File: src/sv/fbc_pkg.sv
// Shared types and constants for the free block cache.
// Used by the register file, controller, datapath and top level.
package fbc_pkg;

  localparam int STACK_DEPTH = 32;
  localparam int SP_W        = 5;
  localparam int CNT_W       = 6;
  localparam int DATA_W      = 32;
  localparam int CFG_AW      = 4;
  localparam int CFG_DW      = 32;

  localparam logic [2:0] CMD_ALLOC    = 3'd0;
  localparam logic [2:0] CMD_FREE     = 3'd1;
  localparam logic [2:0] CMD_DELIVER  = 3'd2;
  localparam logic [2:0] CMD_FILL_END = 3'd3;
  localparam logic [2:0] CMD_FILL_REQ = 3'd4;
  localparam logic [2:0] CMD_FLUSH    = 3'd5;

  localparam logic [2:0] K_GRANT   = 3'd0;
  localparam logic [2:0] K_FILL    = 3'd1;
  localparam logic [2:0] K_SPILL   = 3'd2;
  localparam logic [2:0] K_BYPASS  = 3'd3;
  localparam logic [2:0] K_ACK     = 3'd4;
  localparam logic [2:0] K_REFUSED = 3'd5;

  localparam logic [1:0] REG_MAX    = 2'd0;
  localparam logic [1:0] REG_BATCH  = 2'd1;
  localparam logic [1:0] REG_THRESH = 2'd2;

  localparam logic [CNT_W-1:0] RST_MAX    = 6'd32;
  localparam logic [CNT_W-1:0] RST_BATCH  = 6'd16;
  localparam logic [CNT_W-1:0] RST_THRESH = 6'd16;
  localparam logic [CNT_W-1:0] RECV_SAT   = 6'd63;

  localparam logic [1:0] ASEL_ZERO  = 2'd0;
  localparam logic [1:0] ASEL_RDATA = 2'd1;
  localparam logic [1:0] ASEL_ITEM  = 2'd2;

  localparam logic [1:0] CSEL_ZERO = 2'd0;
  localparam logic [1:0] CSEL_NEED = 2'd1;
  localparam logic [1:0] CSEL_RECV = 2'd2;

  localparam logic [1:0] NSEL_ONE  = 2'd0;
  localparam logic [1:0] NSEL_FREE = 2'd1;
  localparam logic [1:0] NSEL_HELD = 2'd2;

  typedef struct packed {
    logic [CNT_W-1:0] max_eff;
    logic [CNT_W-1:0] batch_eff;
    logic [CNT_W-1:0] thresh;
  } fbc_cfg_t;

  typedef struct packed {
    logic       latch;
    logic       rd;
    logic       emit;
    logic [2:0] kind;
    logic [1:0] asel;
    logic [1:0] csel;
    logic       last;
    logic       held_dec;
    logic       push;
    logic       cnt_ld;
    logic [1:0] nsel;
    logic       cnt_dec;
    logic       recv_clr;
    logic       recv_inc;
    logic       pend_set;
    logic       pend_clr;
    logic       wait_set;
    logic       wait_clr;
  } fbc_cmd_t;

  typedef struct packed {
    logic [2:0] op;
    logic       addr_zero;
    logic       held_zero;
    logic       held_full;
    logic       spill_now;
    logic       need_zero;
    logic       pending;
    logic       waiting;
    logic       cnt_one;
    logic       out_free;
  } fbc_sts_t;

endpackage

File: src/sv/fbc_ram.sv
// Generic single-port-write, single-port-read RAM with registered read data.
// No dependencies.
module fbc_ram #(
  parameter int WIDTH = 32,
  parameter int DEPTH = 32,
  localparam int AW = $clog2(DEPTH)
) (
  input  logic             clk,
  input  logic             we,
  input  logic [AW-1:0]    waddr,
  input  logic [WIDTH-1:0] wdata,
  input  logic             re,
  input  logic [AW-1:0]    raddr,
  output logic [WIDTH-1:0] rdata
);

  logic [WIDTH-1:0] mem [DEPTH];
  logic [WIDTH-1:0] rdata_r;

  always_ff @(posedge clk) begin
    if (we) begin
      mem[waddr] <= wdata;
    end
    if (re) begin
      rdata_r <= mem[raddr];
    end
  end

  assign rdata = rdata_r;

endmodule

File: src/sv/fbc_regs.sv
// Configuration registers behind the APB-style port, and the effective limits.
// Depends on fbc_pkg.
module fbc_regs import fbc_pkg::*; #(
  parameter int CACHE_LIMIT   = 32,
  parameter int DEFAULT_BATCH = 16
) (
  input  logic              clk,
  input  logic              rst_n,
  input  logic              cfg_psel,
  input  logic              cfg_penable,
  input  logic              cfg_pwrite,
  input  logic [CFG_AW-1:0] cfg_paddr,
  input  logic [CFG_DW-1:0] cfg_pwdata,
  output logic [CFG_DW-1:0] cfg_prdata,
  output logic              cfg_pready,
  output fbc_cfg_t          cfg
);

  localparam int MAXC_I = (CACHE_LIMIT < STACK_DEPTH) ? CACHE_LIMIT : STACK_DEPTH;
  localparam logic [CNT_W-1:0] MAXC = CNT_W'(MAXC_I);
  localparam logic [CNT_W-1:0] DEFB = CNT_W'(DEFAULT_BATCH);

  logic [CNT_W-1:0] max_r, max_nxt;
  logic [CNT_W-1:0] batch_r, batch_nxt;
  logic [CNT_W-1:0] thresh_r, thresh_nxt;
  logic [CNT_W-1:0] max_eff, batch_raw;
  logic             wr;

  assign cfg_pready = 1'b1;
  assign wr = cfg_psel & cfg_penable & cfg_pwrite;

  always_comb begin
    max_nxt    = max_r;
    batch_nxt  = batch_r;
    thresh_nxt = thresh_r;
    if (wr) begin
      case (cfg_paddr[3:2])
        REG_MAX:    max_nxt    = cfg_pwdata[CNT_W-1:0];
        REG_BATCH:  batch_nxt  = cfg_pwdata[CNT_W-1:0];
        REG_THRESH: thresh_nxt = cfg_pwdata[CNT_W-1:0];
        default: ;
      endcase
    end
  end

  always_ff @(posedge clk) begin
    if (!rst_n) begin
      max_r    <= RST_MAX;
      batch_r  <= RST_BATCH;
      thresh_r <= RST_THRESH;
    end else begin
      max_r    <= max_nxt;
      batch_r  <= batch_nxt;
      thresh_r <= thresh_nxt;
    end
  end

  always_comb begin
    case (cfg_paddr[3:2])
      REG_MAX:    cfg_prdata = CFG_DW'(max_r);
      REG_BATCH:  cfg_prdata = CFG_DW'(batch_r);
      REG_THRESH: cfg_prdata = CFG_DW'(thresh_r);
      default:    cfg_prdata = '0;
    endcase
  end

  assign max_eff   = (max_r == '0 || max_r > MAXC) ? MAXC : max_r;
  assign batch_raw = (batch_r == '0) ? DEFB : batch_r;

  assign cfg.max_eff   = max_eff;
  assign cfg.batch_eff = (batch_raw > max_eff) ? max_eff : batch_raw;
  assign cfg.thresh    = thresh_r;

endmodule

File: src/sv/fbc_ctrl.sv
// Controller state machine: decodes each item and sequences pops, spills and pushes.
// Depends on fbc_pkg; drives the datapath through fbc_cmd_t.
module fbc_ctrl import fbc_pkg::*; (
  input  logic     clk,
  input  logic     rst_n,
  input  logic     in_tvalid,
  output logic     in_tready,
  input  fbc_sts_t sts,
  output fbc_cmd_t cmd
);

  localparam logic [1:0] S_IDLE   = 2'd0;
  localparam logic [1:0] S_DECIDE = 2'd1;
  localparam logic [1:0] S_POP    = 2'd2;
  localparam logic [1:0] S_TAIL   = 2'd3;

  logic [1:0] state_r, state_nxt;
  logic       refuse;
  logic       grant_pop;

  always_comb begin
    case (sts.op)
      CMD_ALLOC, CMD_FREE, CMD_FILL_REQ, CMD_FLUSH: refuse = sts.pending;
      CMD_DELIVER, CMD_FILL_END:                    refuse = !sts.pending;
      default:                                      refuse = 1'b1;
    endcase
  end

  assign grant_pop = (sts.op == CMD_ALLOC) || (sts.op == CMD_FILL_END);
  assign in_tready = (state_r == S_IDLE);

  always_comb begin
    cmd       = '0;
    state_nxt = state_r;
    case (state_r)
      S_IDLE: begin
        if (in_tvalid) begin
          cmd.latch = 1'b1;
          cmd.rd    = 1'b1;
          state_nxt = S_DECIDE;
        end
      end
      S_DECIDE: begin
        if (sts.out_free) begin
          state_nxt = S_IDLE;
          cmd.last  = 1'b1;
          if (refuse) begin
            cmd.emit = 1'b1;
            cmd.kind = K_REFUSED;
          end else begin
            case (sts.op)
              CMD_ALLOC: begin
                if (!sts.held_zero) begin
                  cmd.cnt_ld = 1'b1;
                  cmd.nsel   = NSEL_ONE;
                  state_nxt  = S_POP;
                end else if (sts.need_zero) begin
                  cmd.emit = 1'b1;
                  cmd.kind = K_BYPASS;
                end else begin
                  cmd.emit     = 1'b1;
                  cmd.kind     = K_FILL;
                  cmd.csel     = CSEL_NEED;
                  cmd.pend_set = 1'b1;
                  cmd.wait_set = 1'b1;
                  cmd.recv_clr = 1'b1;
                end
              end
              CMD_FREE: begin
                if (sts.addr_zero) begin
                  cmd.emit = 1'b1;
                  cmd.kind = K_ACK;
                end else if (sts.spill_now) begin
                  cmd.cnt_ld = 1'b1;
                  cmd.nsel   = NSEL_FREE;
                  state_nxt  = S_POP;
                end else begin
                  state_nxt = S_TAIL;
                end
              end
              CMD_DELIVER: begin
                cmd.emit = 1'b1;
                if (sts.addr_zero) begin
                  cmd.kind = K_ACK;
                  cmd.csel = CSEL_RECV;
                end else if (sts.held_full) begin
                  cmd.kind = K_SPILL;
                  cmd.asel = ASEL_ITEM;
                end else begin
                  cmd.kind     = K_ACK;
                  cmd.csel     = CSEL_RECV;
                  cmd.push     = 1'b1;
                  cmd.recv_inc = 1'b1;
                end
              end
              CMD_FILL_END: begin
                cmd.pend_clr = 1'b1;
                if (sts.waiting) begin
                  cmd.wait_clr = 1'b1;
                  if (sts.held_zero) begin
                    cmd.emit = 1'b1;
                    cmd.kind = K_BYPASS;
                  end else begin
                    cmd.cnt_ld = 1'b1;
                    cmd.nsel   = NSEL_ONE;
                    state_nxt  = S_POP;
                  end
                end else begin
                  cmd.emit = 1'b1;
                  cmd.kind = K_ACK;
                  cmd.csel = CSEL_RECV;
                end
              end
              CMD_FILL_REQ: begin
                cmd.emit = 1'b1;
                if (sts.need_zero) begin
                  cmd.kind = K_ACK;
                end else begin
                  cmd.kind     = K_FILL;
                  cmd.csel     = CSEL_NEED;
                  cmd.pend_set = 1'b1;
                  cmd.wait_clr = 1'b1;
                  cmd.recv_clr = 1'b1;
                end
              end
              CMD_FLUSH: begin
                if (sts.held_zero) begin
                  cmd.emit = 1'b1;
                  cmd.kind = K_ACK;
                end else begin
                  cmd.cnt_ld = 1'b1;
                  cmd.nsel   = NSEL_HELD;
                  state_nxt  = S_POP;
                end
              end
              default: begin
                cmd.emit = 1'b1;
                cmd.kind = K_REFUSED;
              end
            endcase
          end
        end
      end
      S_POP: begin
        if (sts.out_free) begin
          cmd.emit     = 1'b1;
          cmd.kind     = grant_pop ? K_GRANT : K_SPILL;
          cmd.asel     = ASEL_RDATA;
          cmd.last     = sts.cnt_one && (sts.op != CMD_FREE);
          cmd.held_dec = 1'b1;
          cmd.cnt_dec  = 1'b1;
          if (!sts.cnt_one) begin
            cmd.rd = 1'b1;
          end else if (sts.op == CMD_FREE) begin
            state_nxt = S_TAIL;
          end else begin
            state_nxt = S_IDLE;
          end
        end
      end
      S_TAIL: begin
        if (sts.out_free) begin
          cmd.emit  = 1'b1;
          cmd.last  = 1'b1;
          state_nxt = S_IDLE;
          if (sts.held_full) begin
            cmd.kind = K_SPILL;
            cmd.asel = ASEL_ITEM;
          end else begin
            cmd.kind = K_ACK;
            cmd.push = 1'b1;
          end
        end
      end
      default: state_nxt = S_IDLE;
    endcase
  end

  always_ff @(posedge clk) begin
    if (!rst_n) begin
      state_r <= S_IDLE;
    end else begin
      state_r <= state_nxt;
    end
  end

endmodule

File: src/sv/fbc_dp.sv
// Datapath: held item, block stack RAM, counters, fill flags and the output register.
// Depends on fbc_pkg and fbc_ram; takes commands from fbc_ctrl.
module fbc_dp import fbc_pkg::*; #(
  parameter int ADDR_BITS = 32
) (
  input  logic              clk,
  input  logic              rst_n,
  input  fbc_cfg_t          cfg,
  input  fbc_cmd_t          cmd,
  output fbc_sts_t          sts,
  input  logic [DATA_W-1:0] in_tdata,
  input  logic [2:0]        in_tuser,
  output logic              out_tvalid,
  input  logic              out_tready,
  output logic [47:0]       out_tdata,
  output logic [2:0]        out_tuser,
  output logic              out_tlast
);

  localparam int AW = (ADDR_BITS < DATA_W) ? ADDR_BITS : DATA_W;

  logic [2:0]        op_r;
  logic [AW-1:0]     item_r;
  logic [CNT_W-1:0]  held_r, held_nxt;
  logic [CNT_W-1:0]  recv_r, recv_nxt;
  logic [CNT_W-1:0]  cnt_r, cnt_nxt;
  logic              pend_r, pend_nxt;
  logic              wait_r, wait_nxt;
  logic              out_valid_r, out_valid_nxt;
  logic [DATA_W-1:0] out_addr_r, out_addr_nxt;
  logic [CNT_W-1:0]  out_req_r, out_req_nxt;
  logic [CNT_W-1:0]  out_cached_r;
  logic              out_full_r;
  logic [2:0]        out_kind_r;
  logic              out_last_r;

  logic [CNT_W-1:0]  room, need, keep, half_max, free_raw, free_n, rd_ptr;
  logic [AW-1:0]     rdata;
  logic              held_full;
  logic              out_free;

  fbc_ram #(.WIDTH(AW), .DEPTH(STACK_DEPTH)) u_stack (
    .clk   (clk),
    .we    (cmd.push),
    .waddr (held_r[SP_W-1:0]),
    .wdata (item_r),
    .re    (cmd.rd),
    .raddr (rd_ptr[SP_W-1:0]),
    .rdata (rdata)
  );

  assign held_full = held_r >= cfg.max_eff;
  assign room      = held_full ? '0 : cfg.max_eff - held_r;
  assign need      = (cfg.batch_eff < room) ? cfg.batch_eff : room;
  assign half_max  = cfg.max_eff >> 1;
  assign keep      = (cfg.thresh > half_max) ? half_max : cfg.thresh;
  assign free_raw  = held_r - keep;
  assign free_n    = (free_raw > cfg.batch_eff) ? cfg.batch_eff : free_raw;
  assign out_free  = !out_valid_r || out_tready;

  always_comb begin
    held_nxt = held_r;
    if (cmd.held_dec) begin
      held_nxt = held_r - 6'd1;
    end else if (cmd.push) begin
      held_nxt = held_r + 6'd1;
    end
  end
  assign rd_ptr = held_nxt - 6'd1;

  always_comb begin
    recv_nxt = recv_r;
    if (cmd.recv_clr) begin
      recv_nxt = '0;
    end else if (cmd.recv_inc && recv_r != RECV_SAT) begin
      recv_nxt = recv_r + 6'd1;
    end
  end

  always_comb begin
    cnt_nxt = cnt_r;
    if (cmd.cnt_ld) begin
      case (cmd.nsel)
        NSEL_FREE: cnt_nxt = free_n;
        NSEL_HELD: cnt_nxt = held_r;
        default:   cnt_nxt = 6'd1;
      endcase
    end else if (cmd.cnt_dec) begin
      cnt_nxt = cnt_r - 6'd1;
    end
  end

  always_comb begin
    pend_nxt = pend_r;
    if (cmd.pend_set) begin
      pend_nxt = 1'b1;
    end else if (cmd.pend_clr) begin
      pend_nxt = 1'b0;
    end
    wait_nxt = wait_r;
    if (cmd.wait_set) begin
      wait_nxt = 1'b1;
    end else if (cmd.wait_clr) begin
      wait_nxt = 1'b0;
    end
  end

  always_comb begin
    case (cmd.asel)
      ASEL_RDATA: out_addr_nxt = DATA_W'(rdata);
      ASEL_ITEM:  out_addr_nxt = DATA_W'(item_r);
      default:    out_addr_nxt = '0;
    endcase
    case (cmd.csel)
      CSEL_NEED: out_req_nxt = need;
      CSEL_RECV: out_req_nxt = recv_nxt;
      default:   out_req_nxt = '0;
    endcase
    out_valid_nxt = out_valid_r;
    if (cmd.emit) begin
      out_valid_nxt = 1'b1;
    end else if (out_tready) begin
      out_valid_nxt = 1'b0;
    end
  end

  always_ff @(posedge clk) begin
    if (!rst_n) begin
      held_r      <= '0;
      recv_r      <= '0;
      cnt_r       <= '0;
      pend_r      <= 1'b0;
      wait_r      <= 1'b0;
      out_valid_r <= 1'b0;
    end else begin
      held_r      <= held_nxt;
      recv_r      <= recv_nxt;
      cnt_r       <= cnt_nxt;
      pend_r      <= pend_nxt;
      wait_r      <= wait_nxt;
      out_valid_r <= out_valid_nxt;
    end
  end

  always_ff @(posedge clk) begin
    if (cmd.latch) begin
      op_r   <= in_tuser;
      item_r <= in_tdata[AW-1:0];
    end
    if (cmd.emit) begin
      out_kind_r   <= cmd.kind;
      out_addr_r   <= out_addr_nxt;
      out_req_r    <= out_req_nxt;
      out_last_r   <= cmd.last;
      out_cached_r <= held_nxt;
      out_full_r   <= held_nxt >= cfg.max_eff;
    end
  end

  assign sts.op        = op_r;
  assign sts.addr_zero = (item_r == '0);
  assign sts.held_zero = (held_r == '0);
  assign sts.held_full = held_full;
  assign sts.spill_now = held_full && (held_r > cfg.thresh);
  assign sts.need_zero = (need == '0);
  assign sts.pending   = pend_r;
  assign sts.waiting   = wait_r;
  assign sts.cnt_one   = (cnt_r == 6'd1);
  assign sts.out_free  = out_free;

  assign out_tvalid = out_valid_r;
  assign out_tdata  = {3'b000, out_full_r, out_cached_r, out_req_r, out_addr_r};
  assign out_tuser  = out_kind_r;
  assign out_tlast  = out_last_r;

endmodule

File: src/sv/free_block_cache_with_batch_refill_core.sv
// Free block cache top level: a LIFO of free block addresses in front of a global pool.
// Depends on fbc_pkg, fbc_regs, fbc_ctrl, fbc_dp and fbc_ram.
//
// One item is taken at a time. Results leave through an output register, so the next item
// is accepted while the last result of the previous one still waits. An item that answers
// with a single result straight from the decode (ack, refusal, fill request, bypass, or a
// delivered block spilled back) is latched in the idle state and has its result registered
// from the decide state. A grant from the stack is emitted from the stack's registered read
// port, read at accept, in the pop state; a free of a nonzero block pushes or spills it in
// the tail state after the spill decision. A spill run or a flush-all emits one block per
// cycle while the output is free. No clearing pass after reset: stack entries are used only
// after they are written.
module free_block_cache_with_batch_refill_core import fbc_pkg::*; #(
  parameter int CACHE_LIMIT   = 32,
  parameter int DEFAULT_BATCH = 16,
  parameter int ADDR_BITS     = 32
) (
  input  logic              clk,
  input  logic              rst_n,
  input  logic              in_tvalid,
  output logic              in_tready,
  input  logic [31:0]       in_tdata,    // block_addr[31:0]
  input  logic [2:0]        in_tuser,    // command[2:0]
  output logic              out_tvalid,
  input  logic              out_tready,
  output logic [47:0]       out_tdata,   // out_addr[31:0], req_count[37:32],
                                         // cached_now[43:38], is_full[44], zero[47:45]
  output logic [2:0]        out_tuser,   // kind[2:0]
  output logic              out_tlast,
  input  logic              cfg_psel,
  input  logic              cfg_penable,
  input  logic              cfg_pwrite,
  input  logic [CFG_AW-1:0] cfg_paddr,
  input  logic [CFG_DW-1:0] cfg_pwdata,
  output logic [CFG_DW-1:0] cfg_prdata,
  output logic              cfg_pready
);

  localparam int REQ_LSB    = DATA_W;
  localparam int CACHED_LSB = DATA_W + CNT_W;

  fbc_cfg_t cfg;
  fbc_cmd_t cmd;
  fbc_sts_t sts;

  fbc_regs #(.CACHE_LIMIT(CACHE_LIMIT), .DEFAULT_BATCH(DEFAULT_BATCH)) u_regs (
    .clk         (clk),
    .rst_n       (rst_n),
    .cfg_psel    (cfg_psel),
    .cfg_penable (cfg_penable),
    .cfg_pwrite  (cfg_pwrite),
    .cfg_paddr   (cfg_paddr),
    .cfg_pwdata  (cfg_pwdata),
    .cfg_prdata  (cfg_prdata),
    .cfg_pready  (cfg_pready),
    .cfg         (cfg)
  );

  fbc_ctrl u_ctrl (
    .clk       (clk),
    .rst_n     (rst_n),
    .in_tvalid (in_tvalid),
    .in_tready (in_tready),
    .sts       (sts),
    .cmd       (cmd)
  );

  fbc_dp #(.ADDR_BITS(ADDR_BITS)) u_dp (
    .clk        (clk),
    .rst_n      (rst_n),
    .cfg        (cfg),
    .cmd        (cmd),
    .sts        (sts),
    .in_tdata   (in_tdata),
    .in_tuser   (in_tuser),
    .out_tvalid (out_tvalid),
    .out_tready (out_tready),
    .out_tdata  (out_tdata),
    .out_tuser  (out_tuser),
    .out_tlast  (out_tlast)
  );

  a_one_item_at_a_time: assert property (@(posedge clk) disable iff (!rst_n)
    in_tvalid && in_tready |=> !in_tready)
    else $error("item accepted while previous item still in work");

  a_only_spill_runs_on: assert property (@(posedge clk) disable iff (!rst_n)
    out_tvalid && !out_tlast |-> out_tuser == K_SPILL)
    else $error("non-final result of a kind other than spill");

  a_cached_in_range: assert property (@(posedge clk) disable iff (!rst_n)
    out_tvalid |-> out_tdata[CACHED_LSB +: CNT_W] <= CNT_W'(STACK_DEPTH))
    else $error("cached count beyond stack depth");

  a_fill_asks_blocks: assert property (@(posedge clk) disable iff (!rst_n)
    out_tvalid && out_tuser == K_FILL |-> out_tdata[REQ_LSB +: CNT_W] != '0)
    else $error("fill request for zero blocks");

endmodule

File: config.mk
export PLATFORM = sky130hd
export DESIGN_NAME = free_block_cache_with_batch_refill_core
export DESIGN_NICKNAME = d
export VERILOG_FILES = /design/src/sv/fbc_pkg.sv /design/src/sv/fbc_ram.sv /design/src/sv/fbc_regs.sv /design/src/sv/fbc_ctrl.sv /design/src/sv/fbc_dp.sv /design/src/sv/free_block_cache_with_batch_refill_core.sv
export SDC_FILE = /design/constraint.sdc
export NUM_CORES = 1
export LEC_CHECK = 0
export ABC_AREA = 1
export BUFFER_PORTS_ARGS = -buffer_cell sky130_fd_sc_hd__buf_4
export CORE_ASPECT_RATIO = 1.5
export CORE_UTILIZATION = 34
export DETAILED_ROUTE_END_ITERATION = 12
export MAX_ROUTING_LAYER = met4
export PLACE_DENSITY = 0.52
export SLEW_MARGIN = 20
export SYNTH_ARGS = -nofsm -noshare
export SYNTH_HDL_FRONTEND = slang
export SYNTH_HIERARCHICAL = 1
export SYNTH_SLANG_ARGS = --single-unit
File: constraint.sdc
create_clock -name clk -period 4.7 [get_ports clk]
set_input_delay 0.47 -clock clk [delete_from_list [all_inputs] [get_ports clk]]
set_output_delay 0.47 -clock clk [all_outputs]
set_load 0.02 [all_outputs]
==> results.cfg, run 1 <==
[die]
die_x_um = 317.1
floorplan.die_area_mm2 = 0.1505
die_h_um = 474.7
start_util_pct = 34.21
rows = 173
fp.coreArea_mm2 = 0.1481
io_pins = 165

[placement]
place_congestion = 0.8168
place_area_mm2 = 0.05554
hpwl_mm = 89.75
port_buffers = 106

[grt]
antenna_found_initial = 5
grt_pass1_wl_mm = 223.9
overflow = 0
grt_pass1_vias = 33330
grt_max_degree = 106
grt_usage_pct = 21.05

[min_path]
hp-class = input port to register
hold_depth = 2

[critical_path]
cp.depth = 31
start_kind = register
cp_num_buf_inv = 6
cp_top_family = simple AND/OR/NAND/NOR gates
crit_fanout = 6
cp.required_ps = 5190
worstSetupEndpointType = register
ff2ff_path_depth = 31
slowest_stage = dfxtp_2
crit_type = register to register
max_stage_delay_ps = 330
worst_ep_arrival_time_ps = 5020
crit_path_frequent_cell = nand2_1

[sta]
period_share_pct = 96.47
skew_ps = 62.02
setup_viol = 0
rsz0062_at_grt = true
slew_headroom_pct = 24.23
final_hold_viol_count = 0
min_period_ps = 4534
fmax_mhz = 220.6
maxSlewViolCount = 0
tightest_slew_ps = 1134

[logic_synthesis]
ys_ff_latch = 1181
syn_inst = 4524
synth_area_leaders = edfxtp_1 (68%), nand2_1 (12%), nand3_1 (8.2%)
synthArstFlopShare_pct = 0
yosysTopAreaCellShare_pct = 67.59
yosysWarnings = 6
yosysSeqAreaShare_pct = 69.21
yosysUniqueCellTypes = 54
yosys-top-cells-count = nand2_1 (1,671), edfxtp_1 (1,140), nand3_1 (834)
syn_area_mm2 = 0.05065
syn_avg_cell_area_um2 = 11.19
synth_edf_count = 1140
synthFlopType = edfxtp_1
synth_most_common_cell = nand2_1
yosys.area.top_type = edfxtp_1

[clock_tree]
numCtsBuffers = 115
clk_pin_slew_worst_paths_ps = 60
cts_sinks = 1181
htree_levels = 3
cts_root_buf = clkbuf_16
cts_max_path_buffers = 3
insertion_delay_ps = 760
cts_tree = built

[routing]
totalWireLength_mm = 154.6
postRouteAntennaNets = 0
first_iter_violations = 2840
first_pass_iters = 6
via_count = 34600
drt-wirelength-per-cell_um = 22.57
drc = 0
viasPerCell = 5.052

[final_layout]
layout.nets = 4960
fin_area_mm2 = 0.06008
layout-drive-gt1-share_pct = 14.11
area_growth_pct = 18.62

[run]
max_cap_viol_count = 0

[run_status]
outcome = finished, final reports clean
timing repair:
item,4_1_cts,5_1_grt
resized for setup,2,60
endpoints found under the hold margin,53,0
hold buffers,41,0
pin swaps,3,28
buffers inserted,1,19
cloned,0,1
endpoints found under the setup margin,5,52
logic make-up after synthesis:
kind of cell,count (synthesis),synth area share [%]
compound gates,153,1.702
fa+ha+maj,59,1.487
flops,1181,69.21
xor+xnor,9,0.1556
simple gates,2698,22.52
other cells,3,0.02223
buf+inv,421,4.899
per-layer routing:
layer | part of all wire [%] | wire (µm) | GRT usage [%]
met2 | 52 | 80150 | 36.70
met5 | 0 | 0 | -
met1 | 40 | 61460 | 25.11
met4 | 3.2 | 5008 | 7.320
met3 | 5.2 | 7965 | 2.255
worst reg2reg max path: cells and delay by family, from the launching register on:
kind	cells	cell delay [ps]
DFF	1	330
and+or+nand+nor	15	1410
AOI/OAI and AO/OA	7	1060
adders and majority gates	3	720
buffers and inverters	6	730
cells in the final DEF (no fill, tap or decap), types with 30 or more instances in the layout:
cell           instances
nand2_1             1664
edfxtp_1            1140
nand3_1              833
buf_4                291
inv_1                117
clkbuf_16            115
nor2_1                96
buf_12                94
a21oi_1               65
ha_1                  48
dlygate4sd3_1         41
dfxtp_1               38
nor2_4                37
clkinv_1              32
conb_1                30
path summary, 6_finish.rpt:
kind	start	end	slack, ps
max reg2reg	u_regs/max_r[2]	u_dp/out_req_r[1]	170
min reg2reg	u_dp/pend_r	u_dp/pend_r	520
min	rst_n	u_regs/batch_r[4]	100
max	u_regs/max_r[2]	u_dp/out_req_r[1]	170
sequential cells by signal, indices dropped and copies added, names as in the netlist, 2 cells and up:
signal	count
u_dp/op_r	3
u_regs/thresh_r	6
u_dp/u_stack/rdata	32
u_dp/cnt_r	6
u_dp/item_r	32
u_dp/out_req_r	6
u_dp/held_r	6
u_dp/recv_r	6
u_ctrl/state_r	2
u_dp/out_addr_r	32
u_regs/batch_r	6
u_dp/out_cached_r	6
u_dp/out_tuser	3
u_regs/max_r	6
u_dp/u_stack/mem	1024
metrics by stage:
stage / worst slack [ps] / hold WS [ps] / util (%) / instances / setup TNS, ps
after floorplan: 270.1 / 459.7 / - / 4551 / 0
after CTS: 18.88 / 46.11 / 40.35 / 6824 / 0
after detailed placement: -10.59 / 510.4 / 37.51 / 6569 / -10.59
after global routing: -92.41 / 99.04 / 40.57 / 6847 / -558.9
final: 165.9 / 99.17 / 40.58 / 6849 / 0
after global placement: 12.85 / 509.4 / 37.51 / 6569 / 0
cell type report:
type | instances | area (µm²)
repair buffers | 428 | 4499
flip-flops and latches | 1181 | 35060
diodes | 5 | 12.51
well taps | 1925 | 2409
inverters | 147 | 604.3
multi-input cells | 2950 | 13710
clock inverters | 82 | 847.1
fillers | 14090 | 87980
clock buffers | 131 | 2938
Power of run 1 is left out: the tool's default activity adds up to more than one toggle a clock period on the data nets, which glitch-free logic cannot reach.
==> run 2, diff against run 1 <==
--- a/config.mk
+++ b/config.mk
@@ -7,7 +7,7 @@
 export LEC_CHECK = 0
 export ABC_AREA = 1
 export BUFFER_PORTS_ARGS = -buffer_cell sky130_fd_sc_hd__buf_4
-export CORE_ASPECT_RATIO = 1.5
+export CORE_ASPECT_RATIO = 0.8
 export CORE_UTILIZATION = 34
 export DETAILED_ROUTE_END_ITERATION = 12
 export MAX_ROUTING_LAYER = met4
==> results.cfg, run 2 (same netlist as run 1, synthesis figures left out) <==
[critical_path]
crit_fanout = 7
worst_ep_arrival_time_ps = 4970
ff2ff_path_depth = 33
cp.required_ps = 5290
worstSetupEndpointType = register
max_stage_delay_ps = 330
slowest_stage = dfxtp_1
crit_path_frequent_cell = nand2_1
start_kind = register
crit_type = register to register

[sta]
period_share_pct = 93.28
min_period_ps = 4384
fmax_mhz = 228.1
tightest_slew_ps = 940.0
skew_ps = 22.06
setup_viol = 0
slew_headroom_pct = 36.85
rsz0062_at_grt = true
maxSlewViolCount = 0
final_hold_viol_count = 0

[grt]
grt_pass1_vias = 32920
grt_usage_pct = 20.88
overflow = 0
antenna_found_initial = 3
grt_pass1_wl_mm = 224.4
grt_max_degree = 64

[min_path]
hp-class = input port to register
hold_depth = 2

[routing]
first_pass_iters = 5
viasPerCell = 5.005
drt-wirelength-per-cell_um = 21.99
postRouteAntennaNets = 0
via_count = 34910
first_iter_violations = 3149
drc = 0
totalWireLength_mm = 153.4

[die]
floorplan.die_area_mm2 = 0.1505
fp.coreArea_mm2 = 0.1477
start_util_pct = 34.29
die_x_um = 433.5
io_pins = 165
rows = 126
die_h_um = 347.2

[clock_tree]
insertion_delay_ps = 740
numCtsBuffers = 119
cts_tree = built
clk_pin_slew_worst_paths_ps = 70
cts_root_buf = clkbuf_16
cts_sinks = 1181
htree_levels = 3
cts_max_path_buffers = 3

[final_layout]
multiInputGateArea_mm2 = 0.01379
largest_reg_flops = 1024
num-fill-cells = 14070
layout_commonest_cell = nand2_1
regArea_mm2 = 0.03506
area_growth_pct = 20.63
layout.nets = 5039
fin_area_mm2 = 0.06109
layout-drive-gt1-share_pct = 15.27
largest_register = u_dp/u_stack/mem
mostFrequentLayoutCells = nand2_1 (1,658), edfxtp_1 (1,140), nand3_1 (833)

[run_status]
outcome = finished, final reports clean

[placement]
port_buffers = 106
place_congestion = 0.8520
place_area_mm2 = 0.05681
hpwl_mm = 94.23

[run]
max_cap_viol_count = 0
## run 2: cell types whose count changed in the layout (fill, tap and decap cells not counted), sizes merged
cell,delta
diode,-3
bufinv,-9
clkinv,-10
inv,-2
buf,+75
clkbuf,+21
clkinvlp,-5
## run 2: final timing paths
check,start,end,slack [ps]
max,u_regs/max_r[3],u_dp/out_req_r[5],320
min,rst_n,u_regs/thresh_r[4],120
max reg2reg,u_regs/max_r[3],u_dp/out_req_r[5],320
min reg2reg,u_dp/pend_r,u_dp/pend_r,510
## run 2: routing by layer
layer	vias to the layer above	part of all wire, %	global-route usage (%)
met4	0	1.9	4.276
li1	16350	-	-
met1	17220	46	29.66
met3	175	6.9	3.159
met2	1163	46	31.65
met5	-	0	-
## run 2: worst max-delay path: cells and delay by family, from the launching register on
kind                     cells  cell delay [ps]
AO/OA/AOI/OAI                4              610
buffers and inverters        5              550
flip-flops                   1              330
adder cells (fa/ha/maj)      3              680
AND/OR/NAND/NOR             21             2050
## run 2: final cells by class
class / count / area share, %
clock buffers: 152 / 5.128
diodes: 2 / 0.008192
multi-input cells: 2950 / 22.57
flip-flops and latches: 1181 / 57.38
repair buffers: 503 / 9.167
well taps: 1984 / 4.063
inverters: 147 / 0.9892
clock inverters: 56 / 0.6943
## run 2: what timing repair did
| item | 4_1_cts | 5_1_grt |
|---|---|---|
| gates resized for setup | 0 | 66 |
| endpoints found under the hold margin | 50 | 0 |
| buffers inserted | 0 | 8 |
| hold buffers | 41 | 0 |
| setup endpoints to repair | 0 | 53 |
## run 2: stage by stage
step | hold slack [ps] | TNS [ps] | util (%) | setup WS, ps | std cells
2_1_floorplan | 459.7 | 0 | - | 270.1 | 4551
3_3_place_gp | 500.4 | 0 | 38.46 | 93.92 | 6715
3_5_place_dp | 500.4 | 0 | 38.46 | 45.60 | 6715
4_1_cts | 64.55 | 0 | 41.14 | 21.25 | 6964
5_1_grt | 112.1 | -846.1 | 41.36 | -125.9 | 6973
6_report | 122.1 | 0 | 41.36 | 315.8 | 6975
Power of run 2 is left out for the same reason.
